[src/salwbc_pkg.sv]
`timescale 1ns / 1ps

package salwbc_pkg;

    // Cache geometry. BLOCK_BYTES and SETS are powers of two, so the offset
    // and set fields are plain bit fields of the address.
    localparam int WAYS        = 4;
    localparam int BLOCK_BYTES = 8;
    localparam int SETS        = 8;

    localparam int OFFSET_BITS = $clog2(BLOCK_BYTES);
    localparam int SET_BITS    = (SETS > 1) ? $clog2(SETS) : 1;
    localparam int WAY_BITS    = (WAYS > 1) ? $clog2(WAYS) : 1;
    localparam int TAG_BITS    = 32 - OFFSET_BITS;
    localparam int WAYS_POW2   = 1 << WAY_BITS;

    typedef struct packed {
        logic        cmd;
        logic [31:0] address;
    } req_t;

    typedef struct packed {
        logic        hit;
        logic        dirty_evict;
        logic [31:0] victim_block_address;
        logic [1:0]  way_used;
    } rsp_t;

    // One way of a set as kept in the tag memory.
    typedef struct packed {
        logic                dirty;
        logic [TAG_BITS-1:0] tag;
        logic [31:0]         stamp;
    } entry_t;

    typedef entry_t [WAYS-1:0] row_t;

    localparam int ROW_BITS = $bits(row_t);

    // Commands from the controller to the datapath.
    typedef struct packed {
        logic capture;
        logic update;
    } dp_cmd_t;

    function automatic logic [SET_BITS-1:0] set_of(input logic [31:0] addr);
        logic [31:0] sel;
        sel = (addr >> OFFSET_BITS) & 32'(SETS - 1);
        return sel[SET_BITS-1:0];
    endfunction

endpackage

[src/set_assoc_lru_writeback_cache.sv]
`timescale 1ns / 1ps

// Tag side of a set-associative, write-back, write-allocate cache with
// least-recently-used replacement.
//
// Request channel: req carries the access (cmd 0 read, 1 write) and its byte
// address. A transfer happens at the rising edge where start is high and busy
// is low. busy rises for one cycle after each transfer.
// Response channel: rsp holds hit, dirty_evict, the victim block address and
// the way used. It is valid for exactly one cycle, marked by done; the
// receiver cannot stall, so each response must be taken when it appears.
// The set's row is read from the tag memory at the transfer edge. At the end
// of the lookup state that follows, it is written back, updated, and done
// rises together with the registered response. No access is taken while busy.
// Back-to-back accesses to the same set see each other's updates.
// Reset clears every valid bit and the access counter at once, so the block
// accepts its first access in the first cycle after reset is released.
module set_assoc_lru_writeback_cache (
    input  logic             clk,
    input  logic             rst_n,
    input  logic             start,
    output logic             busy,
    input  salwbc_pkg::req_t req,
    output logic             done,
    output salwbc_pkg::rsp_t rsp
);

    salwbc_pkg::dp_cmd_t dp_cmd;

    salwbc_ctrl u_ctrl (
        .clk   (clk),
        .rst_n (rst_n),
        .start (start),
        .busy  (busy),
        .done  (done),
        .cmd   (dp_cmd)
    );

    salwbc_dp u_dp (
        .clk   (clk),
        .rst_n (rst_n),
        .cmd   (dp_cmd),
        .req   (req),
        .rsp   (rsp)
    );

`ifndef ASSERT_OFF
    a_lookup_follows_accept: assert property (@(posedge clk) disable iff (!rst_n)
        start && !busy |=> busy)
        else $error("busy did not rise after an accepted access");

    a_response_follows_lookup: assert property (@(posedge clk) disable iff (!rst_n)
        busy |=> done && !busy)
        else $error("no response one cycle after lookup");

    a_done_only_after_lookup: assert property (@(posedge clk) disable iff (!rst_n)
        done |-> $past(busy))
        else $error("response strobe without a lookup");

    a_writeback_only_on_miss: assert property (@(posedge clk) disable iff (!rst_n)
        done && rsp.dirty_evict |-> !rsp.hit)
        else $error("write-back flagged on a hit");

    a_no_victim_on_hit: assert property (@(posedge clk) disable iff (!rst_n)
        done && rsp.hit |-> rsp.victim_block_address == 32'd0)
        else $error("victim address reported on a hit");
`endif

endmodule

[src/salwbc_ram.sv]
`timescale 1ns / 1ps

module salwbc_ram #(
    parameter int WIDTH = 8,
    parameter int DEPTH = 16,
    localparam int ADDR_BITS = (DEPTH > 1) ? $clog2(DEPTH) : 1
) (
    input  logic                 clk,
    input  logic                 we,
    input  logic [ADDR_BITS-1:0] waddr,
    input  logic [WIDTH-1:0]     wdata,
    input  logic                 re,
    input  logic [ADDR_BITS-1:0] raddr,
    output logic [WIDTH-1:0]     rdata
);

    logic [WIDTH-1:0] mem [DEPTH];
    logic [WIDTH-1:0] rdata_reg;

    always_ff @(posedge clk)
    begin
        if (we)
        begin
            mem[waddr] <= wdata;
        end
        if (re)
        begin
            rdata_reg <= mem[raddr];
        end
    end

    assign rdata = rdata_reg;

endmodule

[src/salwbc_ctrl.sv]
`timescale 1ns / 1ps

module salwbc_ctrl (
    input  logic                clk,
    input  logic                rst_n,
    input  logic                start,
    output logic                busy,
    output logic                done,
    output salwbc_pkg::dp_cmd_t cmd
);

    typedef enum logic {
        ST_IDLE,
        ST_LOOKUP
    } state_t;

    state_t state_reg;
    logic   busy_reg;
    logic   done_reg;
    logic   accept;

    assign accept = start && !busy_reg;

    always_ff @(posedge clk or negedge rst_n)
    begin
        if (!rst_n)
        begin
            state_reg <= ST_IDLE;
            busy_reg  <= 1'b0;
            done_reg  <= 1'b0;
        end
        else
        begin
            case (state_reg)
                ST_IDLE:
                begin
                    done_reg <= 1'b0;
                    if (accept)
                    begin
                        state_reg <= ST_LOOKUP;
                        busy_reg  <= 1'b1;
                    end
                end
                ST_LOOKUP:
                begin
                    // The set row is written back at the end of this cycle.
                    state_reg <= ST_IDLE;
                    busy_reg  <= 1'b0;
                    done_reg  <= 1'b1;
                end
                default:
                begin
                    state_reg <= ST_IDLE;
                    busy_reg  <= 1'b0;
                    done_reg  <= 1'b0;
                end
            endcase
        end
    end

    assign busy        = busy_reg;
    assign done        = done_reg;
    assign cmd.capture = accept;
    assign cmd.update  = (state_reg == ST_LOOKUP);

endmodule

[src/salwbc_dp.sv]
`timescale 1ns / 1ps

module salwbc_dp (
    input  logic                clk,
    input  logic                rst_n,
    input  salwbc_pkg::dp_cmd_t cmd,
    input  salwbc_pkg::req_t    req,
    output salwbc_pkg::rsp_t    rsp
);

    localparam int WAYS      = salwbc_pkg::WAYS;
    localparam int WAY_BITS  = salwbc_pkg::WAY_BITS;
    localparam int WAYS_POW2 = salwbc_pkg::WAYS_POW2;
    localparam int TAG_BITS  = salwbc_pkg::TAG_BITS;
    localparam int SET_BITS  = salwbc_pkg::SET_BITS;

    logic [salwbc_pkg::SETS-1:0][WAYS-1:0] valid_reg;
    logic [31:0]                           counter_reg;
    logic                                  cmd_reg;
    logic [31:0]                           addr_reg;
    salwbc_pkg::rsp_t                      rsp_reg;

    logic [salwbc_pkg::ROW_BITS-1:0] ram_rdata;
    salwbc_pkg::row_t                rd_row;
    salwbc_pkg::row_t                wr_row;
    logic [SET_BITS-1:0]             set_idx;
    logic [TAG_BITS-1:0]             tag_in;
    logic [WAYS-1:0]                 vrow;

    logic                hit;
    logic [WAY_BITS-1:0] hit_way;
    logic                has_empty;
    logic [WAY_BITS-1:0] empty_way;
    logic [WAY_BITS-1:0] victim_way;
    logic [WAY_BITS-1:0] use_way;
    logic                evict;
    salwbc_pkg::entry_t  victim_entry;
    salwbc_pkg::entry_t  new_entry;
    salwbc_pkg::rsp_t    rsp_next;

    logic [31:0]         cand_stamp [WAYS_POW2];
    logic [WAY_BITS-1:0] cand_way   [WAYS_POW2];

    assign set_idx = salwbc_pkg::set_of(addr_reg);
    assign tag_in  = addr_reg[31:salwbc_pkg::OFFSET_BITS];
    assign vrow    = valid_reg[set_idx];
    assign rd_row  = ram_rdata;

    salwbc_ram #(
        .WIDTH (salwbc_pkg::ROW_BITS),
        .DEPTH (salwbc_pkg::SETS)
    ) u_tag_ram (
        .clk   (clk),
        .we    (cmd.update),
        .waddr (set_idx),
        .wdata (wr_row),
        .re    (cmd.capture),
        .raddr (salwbc_pkg::set_of(req.address)),
        .rdata (ram_rdata)
    );

    // Lowest matching way and lowest empty way.
    always_comb
    begin
        hit       = 1'b0;
        hit_way   = '0;
        has_empty = 1'b0;
        empty_way = '0;
        for (int w = WAYS - 1; w >= 0; w--)
        begin
            if (vrow[w] && rd_row[w].tag == tag_in)
            begin
                hit     = 1'b1;
                hit_way = WAY_BITS'(w);
            end
            if (!vrow[w])
            begin
                has_empty = 1'b1;
                empty_way = WAY_BITS'(w);
            end
        end
    end

    // Oldest stamp through a pairwise tree; the left side wins a tie, so the
    // lowest way among equal stamps is chosen. Padding never wins.
    always_comb
    begin
        for (int i = 0; i < WAYS_POW2; i++)
        begin
            if (i < WAYS)
            begin
                cand_stamp[i] = rd_row[i].stamp;
            end
            else
            begin
                cand_stamp[i] = '1;
            end
            cand_way[i] = WAY_BITS'(i);
        end
        for (int s = WAYS_POW2 / 2; s >= 1; s = s >> 1)
        begin
            for (int i = 0; i < s; i++)
            begin
                if (cand_stamp[2*i+1] < cand_stamp[2*i])
                begin
                    cand_stamp[i] = cand_stamp[2*i+1];
                    cand_way[i]   = cand_way[2*i+1];
                end
                else
                begin
                    cand_stamp[i] = cand_stamp[2*i];
                    cand_way[i]   = cand_way[2*i];
                end
            end
        end
        victim_way = cand_way[0];
    end

    always_comb
    begin
        evict        = !hit && !has_empty;
        victim_entry = rd_row[victim_way];
        if (hit)
        begin
            use_way = hit_way;
        end
        else if (has_empty)
        begin
            use_way = empty_way;
        end
        else
        begin
            use_way = victim_way;
        end

        new_entry       = rd_row[use_way];
        new_entry.stamp = counter_reg;
        if (hit)
        begin
            new_entry.dirty = rd_row[use_way].dirty | cmd_reg;
        end
        else
        begin
            new_entry.dirty = cmd_reg;
            new_entry.tag   = tag_in;
        end

        wr_row          = rd_row;
        wr_row[use_way] = new_entry;

        rsp_next.hit         = hit;
        rsp_next.dirty_evict = evict && victim_entry.dirty;
        if (evict)
        begin
            rsp_next.victim_block_address =
                {victim_entry.tag, {salwbc_pkg::OFFSET_BITS{1'b0}}};
        end
        else
        begin
            rsp_next.victim_block_address = '0;
        end
        rsp_next.way_used = 2'(use_way);
    end

    always_ff @(posedge clk or negedge rst_n)
    begin
        if (!rst_n)
        begin
            valid_reg   <= '0;
            counter_reg <= '0;
        end
        else if (cmd.update)
        begin
            valid_reg[set_idx][use_way] <= 1'b1;
            counter_reg                 <= counter_reg + 32'd1;
        end
    end

    always_ff @(posedge clk)
    begin
        if (cmd.capture)
        begin
            cmd_reg  <= req.cmd;
            addr_reg <= req.address;
        end
        if (cmd.update)
        begin
            rsp_reg <= rsp_next;
        end
    end

    assign rsp = rsp_reg;

endmodule

[config.mk]
export PLATFORM = sky130hd
export DESIGN_NAME = set_assoc_lru_writeback_cache
export DESIGN_NICKNAME = d
export VERILOG_FILES = /design/src/salwbc_pkg.sv /design/src/set_assoc_lru_writeback_cache.sv /design/src/salwbc_ram.sv /design/src/salwbc_ctrl.sv /design/src/salwbc_dp.sv
export SDC_FILE = /design/constraint.sdc
export NUM_CORES = 2
export LEC_CHECK = 0
export ABC_AREA = 1
export BUFFER_PORTS_ARGS = -buffer_cell sky130_fd_sc_hd__buf_2
export CORE_UTILIZATION = 50
export CTS_CLUSTER_SIZE = 28
export DETAILED_ROUTE_END_ITERATION = 8
export GPL_ROUTABILITY_DRIVEN = 0
export PLACE_DENSITY_LB_ADDON = 0.08
export SETUP_SLACK_MARGIN = 0.05
export SYNTH_ARGS = -nofsm -noshare
export SYNTH_HDL_FRONTEND = slang
export SYNTH_SLANG_ARGS = --single-unit
[constraint.sdc]
create_clock -name clk -period 26.9 [get_ports clk]
set_input_delay 8.07 -clock clk [delete_from_list [all_inputs] [get_ports clk]]
set_output_delay 8.07 -clock clk [all_outputs]
set_load 0.02 [all_outputs]
==> flow_summary.ini <==
[clock_tree]
clock_path_buffers = 3
cts_tree = built
postCtsSetupBuffers = 0
cts_buffers = 237
cts_root_buf = clkbuf_16
hold_buffers = 0
clk_latency_ns = 0.87
clk_pin_slew_ns = 0.06
h-tree-depth = 4
ctsResizeCount = 0
clkSinkCount = 2362

[power]
intPower_mw = 6.28
p_seq_share_pct = 51.8
swShare_pct = 24.1
peakVddDrop_uv = 54.6
p_sw_mw = 1.99
powerDensity_mw_per_mm2 = 77.7
p_comb_share_pct = 8.9
power_leakage_nw = 35.6
p_clk_share_pct = 39.3

[critical_path]
worstRegToRegCells = 23
r2r_slack_ns = 17.73
critPathKind = in2reg
cp.arrival_ns = 12.53
r2r_end = u_dp.u_tag_ram.mem[6][166]$_DFFE_PP_
worst_setup_path_start_kind = input pin
cp.required_ns = 27.59
r2r_start = u_dp.u_tag_ram.rdata[93]$_DFFE_PP_
crit_fanout = 95
cp-end-kind = flip-flop

[floorplan]
rows = 160
initial_utilization_pct = 50.5
coreArea_sq_mm = 0.191
die_h_microns = 441
dieArea_sq_mm = 0.194
io_pins = 74
die_w_microns = 441

[place]
io_buffers = 67
preCtsSetupSlack_ns = 14.25
dp_cells = 10000
dp_hpwl_microns = 125000

[global_routing]
grt_pass1_wl_microns = 368000
grt_usage_pct = 25.2
grt_pass1_vias = 57800
grt_max_degree = 222
overflow = 0
antenna_found_initial = 5

[synthesis]
yosysSeqAreaShare_pct = 73.3
synthCells = 7851
ys_seq_elements = 2362
synth_cell_types = 52
netlist_area_sq_mm = 0.0964
synth_ff_type = edfxtp_1
ys_warn_count = 0
synthArstFlopShare_pct = 2.84
syn-mean-instance-area_sq_um = 12.3
synth_edf_count = 2295

[timing]
fin_skew_ns = 0.0374
finalHoldWorstSlack_ns = 0.461
finalCritPeriodShare_pct = 44.0
setup_ws_ns = 15.06
setup_viol = 0
fmax_ghz = 0.0845
finalMaxSlewViolations = 0
min_period_ns = 11.84
slew-limit-headroom_pct = 17.6
rsz0062_at_grt = false
hold_violations = 0
tightest_slew_ns = 1.24
fin_tns_setup_ns = 0

[route]
wirelength_microns = 247000
detail_route.wl_per_cell_microns = 23.6
drt_iter0_markers = 5231
drcViolationCount = 0
num_vias = 60000
drt-pass1-iter-count = 5
via_per_inst = 5.73
ant_nets = 0

[cells_and_area]
largest_register_ffs = 1984
syn_to_final_growth_pct = 10.4
multi_input_area_sq_mm = 0.0228
seq_area_sq_mm = 0.0706
drive_gt1_share_pct = 7.01
nets = 7878
layoutNonFillerInstCount = 10500
n_fill_cell = 15700

[hold_path]
hold_start = u_dp.valid_reg[30]$_DFFE_PN0P_
hold_depth = 2
hp-class = reg2reg
whs_endpoint = u_dp.valid_reg[30]$_DFFE_PN0P_

[outcome]
status = finished clean

[job]
drv_cap = 0
[stage by stage]
stage,power (mW),util [%],area (sq um)
floorplan,4.83,-,96400
global placement,5.08,51.8,98800
detailed placement,5.09,51.8,98800
CTS,8.33,55.8,106000
global route,8.54,55.8,106000
finish,8.27,55.8,106000
[worst max path at each step]
stage,from,endpoint,slack [ns]
6_report,req[3],u_dp.u_tag_ram.rdata[173]$_DFFE_PP_,15.06
5_1_grt,req[3],u_dp.u_tag_ram.rdata[114]$_DFFE_PP_,14.87
4_1_cts,req[3],u_dp.u_tag_ram.rdata[173]$_DFFE_PP_,15.16
3_5_place_dp,req[3],u_dp.u_tag_ram.rdata[173]$_DFFE_PP_,14.25
3_3_place_gp,req[3],u_dp.u_tag_ram.rdata[114]$_DFFE_PP_,14.29
2_1_floorplan,start,u_dp.addr_reg[10]$_DFFE_PP_,6.19
[per-layer routing]
metal | routed length [microns] | GRT usage [%]
met3 | 12200 | 3.09
met5 | 0 | 0
met2 | 119000 | 42.0
met4 | 7360 | 8.19
met1 | 108000 | 34.5
[kinds of logic after synthesis]
logic type	after synthesis	synth area share [%]
other	1	0.00389
buffers and inverters	768	3.11
XOR/XNOR	87	0.791
adder cells (fa/ha/maj)	94	1.22
AND/OR/NAND/NOR	2510	10.2
flip-flops	2362	73.3
AO/OA/AOI/OAI	2029	11.5
[placed cells by master (no fill, tap or decap), drive strengths merged, types with 46 or more instances in the layout]
master	synthesis	final
edfxtp	2295	2295
a31oi	249	249
inv	265	270
ha	94	94
clkbuf	409	295
o211ai	63	63
buf	94	159
clkinv	0	103
o21ai	1345	1345
nor2	1813	1813
a21oi	90	90
nand2	580	580
dfrtp	67	67
o22ai	248	248
xor2	46	46
[critical path: stages]
cell and delay [ns]:
buf_8 0.43, buf_4 0.75, buf_4 0.71, buf_4 0.83, buf_4 0.71, o21ai_0 0.20, o22ai_1 0.21, nor2_1 0.07
a31oi_1 0.22
[area by class of cell]
cell class	count	share of cell area, %
Inverter	265	1.00
Clock buffer	295	5.98
Sequential cell	2362	66.3
Timing Repair Buffer	159	1.09
Clock inverter	142	1.19
Antenna cell	3	0.00705
Multi-Input combinational cell	4723	21.4
Tap cell	2511	2.95
[cell usage after synthesis (all sizes together), types with 63 or more instances]
cell / n / area share [%]
edfxtp: 2295 / 72
nor2: 1813 / 7.1
o21ai: 1345 / 7.0
nand2: 580 / 2.3
clkbuf: 409 / 1.6
inv: 265 / 1.0
a31oi: 249 / 1.6
o22ai: 248 / 1.6
buf: 94 / 0.48
ha: 94 / 1.2
a21oi: 90 / 0.48
dfrtp: 67 / 1.7
o211ai: 63 / 0.49
[power groups by stage]
stage / Clock [mW] / Sequential [mW] / Combinational, mW
final: 3.25 / 4.28 / 0.734
after global routing: 3.43 / 4.29 / 0.813
after CTS: 3.31 / 4.28 / 0.737
after detailed placement: 0 / 4.36 / 0.734
after global placement: 0 / 4.36 / 0.719
after floorplan: 0 / 4.37 / 0.468
(Power assumes the default switching activity.)
